[config.mk]
export PLATFORM = sky130hd
export DESIGN_NAME = midi_clock_tempo_meter
export DESIGN_NICKNAME = d
export VERILOG_FILES = /design/src/mctm_pkg.sv /design/src/midi_clock_tempo_meter.sv /design/src/mctm_ctrl.sv /design/src/mctm_div.sv /design/src/mctm_dp.sv
export SDC_FILE = /design/constraint.sdc
export NUM_CORES = 1
export LEC_CHECK = 0
export ABC_CLOCK_PERIOD_IN_PS = 8500
export BUFFER_PORTS_ARGS = -buffer_cell sky130_fd_sc_hd__buf_2
export CORE_MARGIN = 5
export CORE_UTILIZATION = 55
export DETAILED_ROUTE_END_ITERATION = 10
export PLACE_DENSITY = 0.77
export SLEW_MARGIN = 25
export SYNTH_ARGS = -nofsm -noshare
export SYNTH_HDL_FRONTEND = slang
export SYNTH_SLANG_ARGS = --single-unit
export TNS_END_PERCENT = 20
[constraint.sdc]
create_clock -name i_clk -period 8.5 [get_ports i_clk]
set_clock_uncertainty 0.1 [all_clocks]
set_input_delay 1.275 -clock i_clk [delete_from_list [all_inputs] [get_ports i_clk]]
set_output_delay 1.275 -clock i_clk [all_outputs]
set_load 0.05 [all_outputs]
[src/mctm_pkg.sv]
// Shared types and constants of the clock-pulse tempo meter.
package mctm_pkg;

    // Fixed field widths
    localparam int PPB_W = 8;
    localparam int MIT_W = 26;

    // Register reset values
    localparam logic [PPB_W-1:0] PPB_RESET = 8'd24;
    localparam logic [MIT_W-1:0] MIT_RESET = 26'd60000;

    // Configuration register indexes
    localparam int CFG_IDX_W = 1;
    typedef enum logic [CFG_IDX_W-1:0] {
        CFG_PPB = 1'b0,
        CFG_MIT = 1'b1
    } t_cfg_idx;

    // Controller to datapath commands
    typedef struct packed {
        logic capture;       // input pulse transfer
        logic push;          // push latched interval into window
        logic res_clear;     // window still filling: all-zero result
        logic avg_load;      // average by shift
        logic div_start;     // start the divider
        logic div_sel_tempo; // divider operands: 1 tempo, 0 average
        logic avg_take;      // average from divider quotient
        logic zero_set;      // zero average result
        logic tempo_go;      // nonzero average, tempo under way
        logic tempo_take;    // tempo from divider quotient
        logic out_load;      // load output register
    } t_dp_cmd;

    // Datapath to controller status
    typedef struct packed {
        logic measure;   // current pulse ends a measurement
        logic fill_next; // window full after the pending push
        logic wd_pow2;   // window depth is a power of two
        logic avg_zero;  // averaged beat length is zero
        logic div_done;  // divider quotient ready
        logic out_free;  // output register can take a result
    } t_dp_stat;

endpackage

[src/midi_clock_tempo_meter.sv]
// Top level of the clock-pulse tempo meter.
// Each input transfer is one clock pulse with its timestamp. A pulse that does
// not end a measurement is taken and counted. The pulse whose count equals
// pulses_per_beat pushes the beat interval into the window and yields one
// result: with a power-of-two window depth the average is a shift, otherwise
// it comes from the divider, as does the tempo. D = max(TIME_WIDTH +
// log2(WINDOW_DEPTH), 26) is the number of steps of the shared shift-subtract
// divider (one quotient bit per cycle); D = 34 at the defaults. Until the
// window holds WINDOW_DEPTH intervals the result is all zero; afterwards it
// carries the average beat length and the tempo, or zero_beat when the
// average is zero. A finished result waits in an output register while the
// next pulses are taken. Configuration writes are always accepted and should
// be made while the block is idle.
module midi_clock_tempo_meter
    import mctm_pkg::*;
#(
    parameter int WINDOW_DEPTH = 4,
    parameter int TIME_WIDTH   = 32
) (
    input  logic                                  i_clk,
    input  logic                                  i_rst_n,
    // configuration write channel
    input  logic                                  i_cfg_valid,
    output logic                                  o_cfg_ready,
    input  logic [CFG_IDX_W-1:0]                  i_cfg_index,
    input  logic [MIT_W-1:0]                      i_cfg_data,
    // pulse input stream
    input  logic                                  s_axis_tvalid,
    output logic                                  s_axis_tready,
    input  logic [((TIME_WIDTH+7)/8)*8-1:0]       s_axis_tdata,  // pulse_time
    // result output stream
    output logic                                  m_axis_tvalid,
    input  logic                                  m_axis_tready,
    output logic [((TIME_WIDTH+MIT_W+7)/8)*8-1:0] m_axis_tdata,  // beat_ticks, tempo_bpm
    output logic [1:0]                            m_axis_tuser   // window_full, zero_beat
);

    localparam int OUT_W = ((TIME_WIDTH + MIT_W + 7) / 8) * 8;

    t_dp_cmd               cmd;
    t_dp_stat              stat;
    logic [TIME_WIDTH-1:0] beat_ticks;
    logic [MIT_W-1:0]      tempo_bpm;
    logic                  window_full;
    logic                  zero_beat;

    mctm_ctrl u_ctrl (
        .i_clk      (i_clk),
        .i_rst_n    (i_rst_n),
        .i_in_valid (s_axis_tvalid),
        .o_in_ready (s_axis_tready),
        .i_stat     (stat),
        .o_cmd      (cmd)
    );

    mctm_dp #(
        .WINDOW_DEPTH (WINDOW_DEPTH),
        .TIME_WIDTH   (TIME_WIDTH)
    ) u_dp (
        .i_clk         (i_clk),
        .i_rst_n       (i_rst_n),
        .i_cfg_we      (i_cfg_valid),
        .i_cfg_index   (i_cfg_index),
        .i_cfg_data    (i_cfg_data),
        .i_pulse_time  (s_axis_tdata[TIME_WIDTH-1:0]),
        .i_cmd         (cmd),
        .o_stat        (stat),
        .i_out_ready   (m_axis_tready),
        .o_out_valid   (m_axis_tvalid),
        .o_beat_ticks  (beat_ticks),
        .o_tempo_bpm   (tempo_bpm),
        .o_window_full (window_full),
        .o_zero_beat   (zero_beat)
    );

    assign o_cfg_ready  = 1'b1;
    assign m_axis_tdata = OUT_W'({tempo_bpm, beat_ticks});
    assign m_axis_tuser = {zero_beat, window_full};

endmodule

[src/mctm_ctrl.sv]
// Sequencing controller of the tempo meter.
module mctm_ctrl
    import mctm_pkg::*;
(
    input  logic     i_clk,
    input  logic     i_rst_n,
    input  logic     i_in_valid,
    output logic     o_in_ready,
    input  t_dp_stat i_stat,
    output t_dp_cmd  o_cmd
);

    typedef enum logic [6:0] {
        S_IDLE = 7'b0000001,
        S_PUSH = 7'b0000010,
        S_AVG  = 7'b0000100,
        S_AVGW = 7'b0001000,
        S_CHK  = 7'b0010000,
        S_TMPW = 7'b0100000,
        S_OUT  = 7'b1000000
    } t_state;

    t_state r_state, n_state;

    // State register
    always_ff @(posedge i_clk) begin
        if (!i_rst_n) begin
            r_state <= S_IDLE;
        end else begin
            r_state <= n_state;
        end
    end

    // Next state and commands
    always_comb begin
        n_state    = r_state;
        o_cmd      = '0;
        o_in_ready = 1'b0;
        unique case (r_state)
            S_IDLE: begin
                o_in_ready = 1'b1;
                if (i_in_valid) begin
                    o_cmd.capture = 1'b1;
                    if (i_stat.measure) n_state = S_PUSH;
                end
            end
            S_PUSH: begin
                o_cmd.push = 1'b1;
                if (i_stat.fill_next) begin
                    n_state = S_AVG;
                end else begin
                    o_cmd.res_clear = 1'b1;
                    n_state         = S_OUT;
                end
            end
            S_AVG: begin
                if (i_stat.wd_pow2) begin
                    o_cmd.avg_load = 1'b1;
                    n_state        = S_CHK;
                end else begin
                    o_cmd.div_start = 1'b1;
                    n_state         = S_AVGW;
                end
            end
            S_AVGW: begin
                if (i_stat.div_done) begin
                    o_cmd.avg_take = 1'b1;
                    n_state        = S_CHK;
                end
            end
            S_CHK: begin
                if (i_stat.avg_zero) begin
                    o_cmd.zero_set = 1'b1;
                    n_state        = S_OUT;
                end else begin
                    o_cmd.div_start     = 1'b1;
                    o_cmd.div_sel_tempo = 1'b1;
                    o_cmd.tempo_go      = 1'b1;
                    n_state             = S_TMPW;
                end
            end
            S_TMPW: begin
                if (i_stat.div_done) begin
                    o_cmd.tempo_take = 1'b1;
                    n_state          = S_OUT;
                end
            end
            S_OUT: begin
                if (i_stat.out_free) begin
                    o_cmd.out_load = 1'b1;
                    n_state        = S_IDLE;
                end
            end
            default: begin
                n_state = S_IDLE;
            end
        endcase
    end

endmodule

[src/mctm_div.sv]
// Shift-subtract divider, one quotient bit per cycle.
module mctm_div #(
    parameter int DIVIDEND_W = 34,
    parameter int DIVISOR_W  = 32
) (
    input  logic                  i_clk,
    input  logic                  i_rst_n,
    input  logic                  i_start,
    input  logic [DIVIDEND_W-1:0] i_dividend,
    input  logic [DIVISOR_W-1:0]  i_divisor,
    output logic [DIVIDEND_W-1:0] o_quotient,
    output logic                  o_done
);

    localparam int CNT_W = $clog2(DIVIDEND_W + 1);

    logic                  r_busy;
    logic                  r_done;
    logic [CNT_W-1:0]      r_cnt;
    logic [DIVISOR_W-1:0]  r_rem;
    logic [DIVISOR_W-1:0]  r_dvs;
    logic [DIVIDEND_W-1:0] r_quo;

    logic [DIVISOR_W:0]    rem_sh;
    logic [DIVISOR_W:0]    rem_sub;
    logic                  q_bit;

    // One restoring step
    always_comb begin
        rem_sh  = {r_rem, r_quo[DIVIDEND_W-1]};
        rem_sub = rem_sh - {1'b0, r_dvs};
        q_bit   = (rem_sh >= {1'b0, r_dvs});
    end

    // Control: busy, step count, done pulse
    always_ff @(posedge i_clk) begin
        if (!i_rst_n) begin
            r_busy <= 1'b0;
            r_done <= 1'b0;
            r_cnt  <= '0;
        end else begin
            r_done <= 1'b0;
            if (i_start) begin
                r_busy <= 1'b1;
                r_cnt  <= CNT_W'(DIVIDEND_W);
            end else if (r_busy) begin
                r_cnt <= r_cnt - 1'b1;
                if (r_cnt == CNT_W'(1)) begin
                    r_busy <= 1'b0;
                    r_done <= 1'b1;
                end
            end
        end
    end

    // Remainder and quotient shift register
    always_ff @(posedge i_clk) begin
        if (i_start) begin
            r_rem <= '0;
            r_dvs <= i_divisor;
            r_quo <= i_dividend;
        end else if (r_busy) begin
            r_rem <= q_bit ? rem_sub[DIVISOR_W-1:0] : rem_sh[DIVISOR_W-1:0];
            r_quo <= {r_quo[DIVIDEND_W-2:0], q_bit};
        end
    end

    assign o_quotient = r_quo;
    assign o_done     = r_done;

endmodule

[src/mctm_dp.sv]
// Datapath: registers, pulse counter, interval window, divider, output stage.
module mctm_dp
    import mctm_pkg::*;
#(
    parameter int WINDOW_DEPTH = 4,
    parameter int TIME_WIDTH   = 32
) (
    input  logic                  i_clk,
    input  logic                  i_rst_n,
    // configuration write
    input  logic                  i_cfg_we,
    input  logic [CFG_IDX_W-1:0]  i_cfg_index,
    input  logic [MIT_W-1:0]      i_cfg_data,
    // input pulse
    input  logic [TIME_WIDTH-1:0] i_pulse_time,
    // controller link
    input  t_dp_cmd               i_cmd,
    output t_dp_stat              o_stat,
    // output stage
    input  logic                  i_out_ready,
    output logic                  o_out_valid,
    output logic [TIME_WIDTH-1:0] o_beat_ticks,
    output logic [MIT_W-1:0]      o_tempo_bpm,
    output logic                  o_window_full,
    output logic                  o_zero_beat
);

    localparam int LOG_WD  = $clog2(WINDOW_DEPTH);
    localparam int SUM_W   = TIME_WIDTH + LOG_WD;
    localparam int HELD_W  = $clog2(WINDOW_DEPTH + 1);
    localparam int DIV_W   = (SUM_W > MIT_W) ? SUM_W : MIT_W;
    localparam bit WD_POW2 = ((WINDOW_DEPTH & (WINDOW_DEPTH - 1)) == 0);

    // Configuration registers
    logic [PPB_W-1:0]      r_ppb;
    logic [MIT_W-1:0]      r_mit;

    // Measurement state
    logic [PPB_W-1:0]      r_count;
    logic [TIME_WIDTH-1:0] r_start;
    logic [TIME_WIDTH-1:0] r_interval;
    logic [TIME_WIDTH-1:0] r_win [WINDOW_DEPTH];
    logic [HELD_W-1:0]     r_held;
    logic [SUM_W-1:0]      r_sum;

    // Result registers
    logic [TIME_WIDTH-1:0] r_avg;
    logic [MIT_W-1:0]      r_tempo;
    logic                  r_full;
    logic                  r_zero;

    // Output register
    logic                  r_out_valid;
    logic [TIME_WIDTH-1:0] r_out_beat;
    logic [MIT_W-1:0]      r_out_tempo;
    logic                  r_out_full;
    logic                  r_out_zero;

    logic [PPB_W:0]        cnt_inc;
    logic [PPB_W-1:0]      n_count;
    logic                  win_full;
    logic [SUM_W-1:0]      n_sum;
    logic                  out_free;
    logic [DIV_W-1:0]      div_dividend;
    logic [TIME_WIDTH-1:0] div_divisor;
    logic [DIV_W-1:0]      div_quotient;
    logic                  div_done;

    // Configuration writes
    always_ff @(posedge i_clk) begin
        if (!i_rst_n) begin
            r_ppb <= PPB_RESET;
            r_mit <= MIT_RESET;
        end else if (i_cfg_we) begin
            unique case (t_cfg_idx'(i_cfg_index))
                CFG_PPB: r_ppb <= i_cfg_data[PPB_W-1:0];
                CFG_MIT: r_mit <= i_cfg_data;
                default: ;
            endcase
        end
    end

    // Pulse counter wraps past pulses_per_beat
    always_comb begin
        cnt_inc = {1'b0, r_count} + 1'b1;
        n_count = (cnt_inc > {1'b0, r_ppb}) ? '0 : cnt_inc[PPB_W-1:0];
    end

    always_ff @(posedge i_clk) begin
        if (!i_rst_n) begin
            r_count <= '0;
            r_start <= '0;
        end else if (i_cmd.capture) begin
            r_count <= n_count;
            if (r_count == '0) r_start <= i_pulse_time;
        end
    end

    // Interval, zero when the start stamp is captured by this same pulse
    always_ff @(posedge i_clk) begin
        if (i_cmd.capture) begin
            r_interval <= (r_count == '0) ? '0 : i_pulse_time - r_start;
        end
    end

    // Running window sum: add newest, drop oldest once full
    assign win_full = (r_held == HELD_W'(WINDOW_DEPTH));

    always_comb begin
        n_sum = r_sum + SUM_W'(r_interval);
        if (win_full) n_sum = n_sum - SUM_W'(r_win[0]);
    end

    always_ff @(posedge i_clk) begin
        if (!i_rst_n) begin
            r_held <= '0;
            r_sum  <= '0;
        end else if (i_cmd.push) begin
            r_sum <= n_sum;
            if (!win_full) r_held <= r_held + 1'b1;
        end
    end

    // Window shift line, oldest at entry 0
    always_ff @(posedge i_clk) begin
        if (i_cmd.push) begin
            for (int i = 0; i < WINDOW_DEPTH - 1; i++) begin
                r_win[i] <= r_win[i+1];
            end
            r_win[WINDOW_DEPTH-1] <= r_interval;
        end
    end

    // Divider operand select
    always_comb begin
        if (i_cmd.div_sel_tempo) begin
            div_dividend = DIV_W'(r_mit);
            div_divisor  = r_avg;
        end else begin
            div_dividend = DIV_W'(r_sum);
            div_divisor  = TIME_WIDTH'(WINDOW_DEPTH);
        end
    end

    mctm_div #(
        .DIVIDEND_W (DIV_W),
        .DIVISOR_W  (TIME_WIDTH)
    ) u_div (
        .i_clk      (i_clk),
        .i_rst_n    (i_rst_n),
        .i_start    (i_cmd.div_start),
        .i_dividend (div_dividend),
        .i_divisor  (div_divisor),
        .o_quotient (div_quotient),
        .o_done     (div_done)
    );

    // Result registers
    always_ff @(posedge i_clk) begin
        if (i_cmd.res_clear) begin
            r_avg   <= '0;
            r_tempo <= '0;
            r_full  <= 1'b0;
            r_zero  <= 1'b0;
        end
        if (i_cmd.avg_load) r_avg <= r_sum[SUM_W-1 -: TIME_WIDTH];
        if (i_cmd.avg_take) r_avg <= div_quotient[TIME_WIDTH-1:0];
        if (i_cmd.zero_set) begin
            r_tempo <= '0;
            r_full  <= 1'b0;
            r_zero  <= 1'b1;
        end
        if (i_cmd.tempo_go) begin
            r_full <= 1'b1;
            r_zero <= 1'b0;
        end
        if (i_cmd.tempo_take) r_tempo <= div_quotient[MIT_W-1:0];
    end

    // Output register
    assign out_free = !r_out_valid || i_out_ready;

    always_ff @(posedge i_clk) begin
        if (!i_rst_n) begin
            r_out_valid <= 1'b0;
        end else if (i_cmd.out_load) begin
            r_out_valid <= 1'b1;
        end else if (i_out_ready) begin
            r_out_valid <= 1'b0;
        end
    end

    always_ff @(posedge i_clk) begin
        if (i_cmd.out_load) begin
            r_out_beat  <= r_avg;
            r_out_tempo <= r_tempo;
            r_out_full  <= r_full;
            r_out_zero  <= r_zero;
        end
    end

    // Status to controller
    always_comb begin
        o_stat.measure   = (r_count == r_ppb);
        o_stat.fill_next = (r_held >= HELD_W'(WINDOW_DEPTH - 1));
        o_stat.wd_pow2   = WD_POW2;
        o_stat.avg_zero  = (r_avg == '0);
        o_stat.div_done  = div_done;
        o_stat.out_free  = out_free;
    end

    assign o_out_valid   = r_out_valid;
    assign o_beat_ticks  = r_out_beat;
    assign o_tempo_bpm   = r_out_tempo;
    assign o_window_full = r_out_full;
    assign o_zero_beat   = r_out_zero;

endmodule

Word level (Yosys, flattened, before mapping)
Memories as Yosys holds them, arrays and structs flattened.
Index checks and enable logic that the tools add are counted.
Widths: inputs -> output; s select.
{"block": "classes", "n_reduce_logical": 16, "n_bitwise": 4, "addsub": 7, "magnitude_cmp": 3, "n_mux": 50, "n_eq_ne": 15}
{"op": "$mux 34", "n": 4}
{"op": "$mux 32", "n": 4}
{"op": "$mux 26", "n": 3}
{"op": "$sub 32x32->32", "n": 2}
{"op": "$mux 7", "n": 7}
{"op": "$pmux 7 s7", "n": 1}
{"op": "$add 34x32->34", "n": 1}
{"op": "$sub 34x32->34", "n": 1}
{"op": "$ge 33x32->1", "n": 1}
{"op": "$logic_not 32->1", "n": 1}
{"op": "$mux 1", "n": 25}
{"op": "$mux 6", "n": 2}
{"op": "$add 8x1->9 const B", "n": 1}
{"op": "$gt 9x8->1", "n": 1}
{"op": "$eq 8x8->1", "n": 1}
{"op": "$logic_not 8->1", "n": 1}
{"op": "$mux 8", "n": 1}
{"op": "$reduce_and 2->1", "n": 4}
{"op": "$eq 7x1->1 const B", "n": 1}
{"op": "$eq 7x2->1 const B", "n": 1}
{"op": "$eq 7x3->1 const B", "n": 1}
{"op": "$eq 7x4->1 const B", "n": 1}
{"op": "$eq 7x5->1 const B", "n": 1}
{"op": "$eq 7x6->1 const B", "n": 1}
{"op": "other kinds (17)", "n": 28}
{"block": "word_totals", "wordCells": 120, "memories": 1, "ff_bits": 377, "out_inout_bits": 69, "input_bits": 64, "ramBits": 128}
{"name": "u_dp.r_win", "depth": 4, "width": 32, "rd": 4, "rd_ports_with_merged_regs": 0, "write_ports": 4, "line": "mctm_dp.sv:42", "rtl": "logic [TIME_WIDTH-1:0] r_win [WINDOW_DEPTH];"}

Logic depth before layout (Yosys ltp)
{"block": "logic_depth", "word_depth": 6, "ltp_mapped": 20, "ltp_nobuf": 19}

Modules after synthesis
From an unflattened synthesis, not the netlist that was laid out.
{"block": "hier_totals", "cells_unflattened": 2527, "area_unflattened_um2": 26168.8}
{"mod": "mctm_dp", "n_inst": 1, "area_each_um2": 19586.3, "seq_area_each_um2": 10630.2, "cells_each": 1841}
{"mod": "mctm_div", "n_inst": 1, "area_each_um2": 5988.2, "seq_area_each_um2": 2782.7, "cells_each": 611}
{"mod": "mctm_ctrl", "n_inst": 1, "area_each_um2": 519.2, "seq_area_each_um2": 140.1, "cells_each": 64}
{"mod": "midi_clock_tempo_meter", "n_inst": 1, "area_each_um2": 75.1, "seq_area_each_um2": 0.0, "cells_each": 11}

Worst setup path before layout
OpenSTA, ideal clock, no wires.
{"block": "synth_timing", "path_type": "reg-to-reg", "startpoint": "register u_ctrl.r_state[6]", "endpoint": "memory u_dp.r_win[0][0], enable pin", "path_buffers": 2, "stages_incl_launch_ff": 6, "synth_period_minus_slack_ns": 5.888, "slack_ns": 2.612, "required_ns": 7.858, "t_arrival_ns": 5.246, "path_cell_list": "dfxtp_1 > or4_1 > or3b_2 > clkinv_1 > buf_2 > buf_1"}
{"element": "start, declared", "line": "mctm_ctrl.sv:23", "rtl": "t_state r_state, n_state;"}
{"element": "start signal, assigned", "line": "mctm_ctrl.sv:30", "rtl": "r_state <= n_state;"}
{"element": "end, declared", "line": "mctm_dp.sv:42"}

Worst setup path in the final report
{"block": "layout_timing", "startpoint": "register u_dp.r_interval[0]", "endpoint": "register u_dp.r_sum[33]"}
{"block": "layout_via", "elab_chain_cells": 3}
{"element": "start, declared", "line": "mctm_dp.sv:41", "rtl": "logic [TIME_WIDTH-1:0] r_interval;"}
{"element": "start signal, assigned", "line": "mctm_dp.sv:102", "rtl": "r_interval <= (r_count == '0) ? '0 : i_pulse_time - r_start;"}
{"element": "$add 34x32->34 (*)", "line": "mctm_dp.sv:110", "rtl": "n_sum = r_sum + SUM_W'(r_interval);"}
{"element": "$sub 34x32->34", "line": "mctm_dp.sv:111", "rtl": "if (win_full) n_sum = n_sum - SUM_W'(r_win[0]);"}
{"element": "$mux 34 (*)", "line": "mctm_dp.sv:111"}
{"element": "end signal, assigned", "line": "mctm_dp.sv:119", "rtl": "r_sum <= n_sum;"}
{"element": "end, declared", "line": "mctm_dp.sv:44", "rtl": "logic [SUM_W-1:0] r_sum;"}
Every way passes the cells marked *; elsewhere a longest branch is shown, timed or not.
A chain may end at the register's enable or synchronous reset.

==> reports/qor_table.md <==
| Parameter | Value | Unit |
| --- | --- | --- |
| Instance area after placement | 26,100 | um2 |
| FMAX | 0.203 | GHz |
| Layout cell share with drive strength beyond 1 | 0.106 | - |
| Synthesis-to-layout area growth | 11.5 | % |
| ANT nets after route | 0 | - |
| Area leader, netlist | edfxtp_1 | - |
| Clock tree from TritonCTS | built | - |
| Final period utilization | 0.579 | - |
| Post-synth ARST share | 0 | - |
| Number of flops mapped to enable cells by yosys | 344 | - |
| Launch instance of the worst min-delay path | u_dp.r_win[1][11]$_DFFE_PP_ | - |
| Leakage power | 11.0 | nW |
| # placed instances | 3,043 | - |
| Placed wire-length estimate | 37,900 | um |
| FILL cells | 3,601 | - |
| Shortest period the worst path allows | 4.92 | ns |
| ANT cells | 0 | - |
| Cell-by-cell listing of the critical path | ha_1 -> fa_1 -> a211oi_1 -> o21bai_1 -> a21oi_1 -> o21ai_0 -> xor2_1 -> ha_1 -> a21oi_1 -> o21ai_0 -> a31oi_1 -> a21oi_1 -> a31oi_2 -> o2111ai_1 -> o211a_1 -> a2111oi_2 -> o21ai_1 -> mux2i_1 | - |
| 1st-iter DRT viols | 1,226 | - |
| Total CTS buffers | 52 | - |
| Clock Tree Buf Depth | 3 | - |
| Critical register-to-register path startpoint | u_dp.r_interval[0]$_SDFFCE_PP0P_ | - |
| Total global routing track utilization | 0.213 | - |
| Chip Height | 223 | um |
| Setup repair after global routing missed its margin | no | - |
| Ranking of synthesized cells by area | edfxtp_1, dfxtp_1, ha_1 | - |
| Reg2reg end | u_dp.r_sum[33]$_SDFFE_PN0P_ | - |
| Slowest cell delay on critical path | 0.43 | ns |
| Insertion delay of the later-clocked pin in the worst-skew pair | 0.61 | ns |
| Detailed-route DRC error count | 0 | - |
| Depth of the worst hold-timing path | 0 | - |
| Cell type group with the largest total delay on the critical path | compound AO/OA/AOI/OAI gates | - |
| Wire length of the first global-routing pass | 88,000 | um |
| Drt pass-1 iters | 5 | - |
| Top-count cell post-synth | edfxtp_1 | - |
| WS Path Type | reg -> reg | - |
| Clock edge transition at the registers on the reported setup and hold paths | 0.06 | ns |
| Number of vias in the routed layout | 17,762 | - |
| Area of the core | 45,200 | um2 |
| Worst IR Drop VDD | 0.000180 | V |
| Non-Filler Cell Area, Final | 27,900 | um2 |
| Run status | complete, no violations | - |
| Most frequent cells after synthesis | edfxtp_1, nand2_1, a21oi_1 | - |
| Number of global-route vias before repair | 17,247 | - |
| Cell area power density | 229 | nW/um2 |
| Number of buffers and inverters on the critical path | 0 | - |
| Class of the worst hold path | reg -> reg | - |
| Crit start category | flop | - |
| Number of primary I/O pins | 133 | - |
| Post-layout total power | 0.00640 | W |
| Vias per cell | 5.66 | - |
| Final wirelength | 54,100 | um |
| Worst path required time | 8.89 | ns |
| Library cell appearing most often on the critical path | a21oi_1 | - |
| CTS Root Buffer Type | clkbuf_16 | - |
| Final setup fails | 0 | - |
| Biggest fanout along the worst timing path | 5 | - |
| Number of hold-slack violations in the final timing report | 0 | - |
| Largest net degree at the start of global routing | 101 | - |
| Detailed-route wire length per cell | 17.2 | um |
| Starting density of the core | 0.554 | - |
| Placer Congestion | 0.955 | - |
| Hold endpoint | u_dp.r_win[0][11]$_DFFE_PP_ | - |
| Dominant register cell in the synthesized netlist | edfxtp_1 | - |
| Slowest stage cell on the critical path | fa_1 | - |
| Fin nets | 2,707 | - |
| Syn Std Cell Area | 25,000 | um2 |
| Worst-case register-to-register setup slack | 3.58 | ns |
| Area of the die | 49,900 | um2 |
| Summed negative setup slack over all endpoints | 0 | ns |
| Flops & latches, synth | 504 | - |
| Count of different cell masters after synthesis | 88 | - |
| FF+latch area | 13,500 | um2 |
| Count of standard-cell rows | 78 | - |
| Worst Tran Pin Value | 0.940 | ns |
| Mean post-synth cell area | 10.4 | um2 |
| Final Hold Slack | 0.315 | ns |
| Fraction of post-synthesis cell area in the top cell type by area | 0.412 | - |
| Hold buffer count at cts | 0 | - |
| Setup fix buffers added after clock tree synthesis | 0 | - |
| Number of max-capacitance violations reported | 0 | - |
| Die W | 223 | um |
| Number of buffer cells added on primary ports | 125 | - |
| Number of gates resized after cts | 0 | - |
| Number of cells on the worst reg-to-reg path | 18 | - |
| Post-synthesis sequential area ratio | 0.540 | - |
| Number of warning messages in the yosys log | 0 | - |
| Critical Path End Type | flop | - |
| Overflow left after global routing | 0 | - |
| Fin cells | 3,139 | - |
| Data arrival at the endpoint of the critical path | 5.32 | ns |
| Antenna violations before repair | 0 | - |
| Clock Sinks | 504 | - |
| Final Max Tran Viols | 0 | - |
| H-Tree Depth | 2 | - |
| Area of combinational cells with multiple inputs | 10,500 | um2 |
| Headroom to the max-slew limit | 0.372 | - |
| Post-Synthesis Cells | 2,398 | - |
==> worst max path at each step <==
stage,from,end,slack (ns),cells after the start
floorplan,u_ctrl.r_state[6]$_SDFFE_PN0P_,u_dp.r_win[0][0]$_DFFE_PP_,2.61,5
finish,u_dp.r_interval[0]$_SDFFCE_PP0P_,u_dp.r_sum[33]$_SDFFE_PN0P_,3.58,18
global route,u_dp.r_interval[0]$_SDFFCE_PP0P_,u_dp.r_sum[33]$_SDFFE_PN0P_,3.16,18
detailed placement,u_dp.r_interval[0]$_SDFFCE_PP0P_,u_dp.r_sum[30]$_SDFFE_PN0P_,3.69,19
CTS,u_dp.r_interval[0]$_SDFFCE_PP0P_,u_dp.r_sum[30]$_SDFFE_PN0P_,3.67,19
global placement,u_dp.r_interval[0]$_SDFFCE_PP0P_,u_dp.r_sum[30]$_SDFFE_PN0P_,3.74,19
==> through the flow <==
stage	setup WS, ns	util
after floorplan	2.61	-
after global placement	3.74	0.579
after detailed placement	3.69	0.579
after CTS	3.67	0.618
after global routing	3.16	0.618
final	3.58	0.618
==> cells in the final DEF (no fill, tap or decap), types with 7 or more instances in the layout <==
cell type | synthesis | routed
edfxtp_1 | 344 | 344
nand2_1 | 317 | 316
a21oi_1 | 225 | 225
dfxtp_1 | 160 | 159
inv_1 | 154 | 153
ha_1 | 142 | 142
nor2_1 | 127 | 127
buf_2 | 7 | 125
o21ai_0 | 119 | 118
and2_1 | 105 | 105
xnor2_1 | 69 | 69
a21o_1 | 57 | 57
xor2_1 | 55 | 55
clkbuf_16 | 0 | 54
nand3_1 | 38 | 38
mux2i_1 | 28 | 28
nor3_1 | 27 | 27
o21a_1 | 26 | 26
a31oi_1 | 25 | 25
nand2b_1 | 23 | 23
a211oi_1 | 23 | 23
nand4_1 | 21 | 21
buf_4 | 9 | 17
nor4_1 | 16 | 16
o21bai_1 | 16 | 16
o211ai_1 | 16 | 16
and3_1 | 13 | 12
nor2b_1 | 12 | 11
or3_1 | 9 | 9
clkinv_2 | 0 | 9
o21ai_1 | 8 | 8
clkbuf_1 | 77 | 8
conb_1 | 2 | 7
==> area by class of cell <==
class,count,area share
Tap cell,600,0.0269
Multi-Input combinational cell,1641,0.377
Clock buffer,70,0.0528
Inverter,156,0.0212
Clock inverter,26,0.0108
Sequential cell,504,0.485
Timing Repair Buffer,142,0.0270
==> cells by family after synthesis <==
group | count (synthesis) | synth area share
AOI/OAI and AO/OA | 591 | 0.148
xor gates and xnor gates | 124 | 0.0434
adders and majority gates | 146 | 0.0741
buffers and inverters | 258 | 0.0413
DFF | 504 | 0.540
muxes | 31 | 0.0125
other | 2 | 0.000300
and+or+nand+nor | 742 | 0.140
==> metal layers <==
| metal | track usage | part of all wire | wire length, um | vias to the layer above |
|---|---|---|---|---|
| met5 | 0 | 0 | 0 | - |
| met4 | 0.0472 | 0.018 | 989 | 0 |
| met3 | 0.0350 | 0.060 | 3250 | 77 |
| met2 | 0.344 | 0.46 | 25000 | 506 |
| met1 | 0.305 | 0.46 | 24900 | 8445 |
| li1 | - | - | - | 8734 |
==> where the power goes <==
group | switching [W] | leakage, nW | internal, W
combinational | 0.000749 | 5.97 | 0.000475
sequential | 0.0000884 | 4.18 | 0.00275
clock | 0.000953 | 0.880 | 0.00138
==> sequential cells by signal, indices dropped and copies added, names as in the netlist, 3 cells and up <==
name,flops
u_dp.r_start,32
u_dp.r_avg,32
u_dp.r_count,8
u_dp.u_div.r_dvs,32
u_dp.u_div.r_cnt,6
u_dp.o_beat_ticks,32
u_dp.o_tempo_bpm,26
u_ctrl.r_state,6
u_dp.r_tempo,26
u_dp.r_win,128
u_dp.u_div.o_quotient,34
u_dp.r_ppb,8
u_dp.r_sum,34
u_dp.r_held,3
u_dp.u_div.r_rem,32
u_dp.r_mit,26
u_dp.r_interval,32
(Power assumes the default switching activity.)
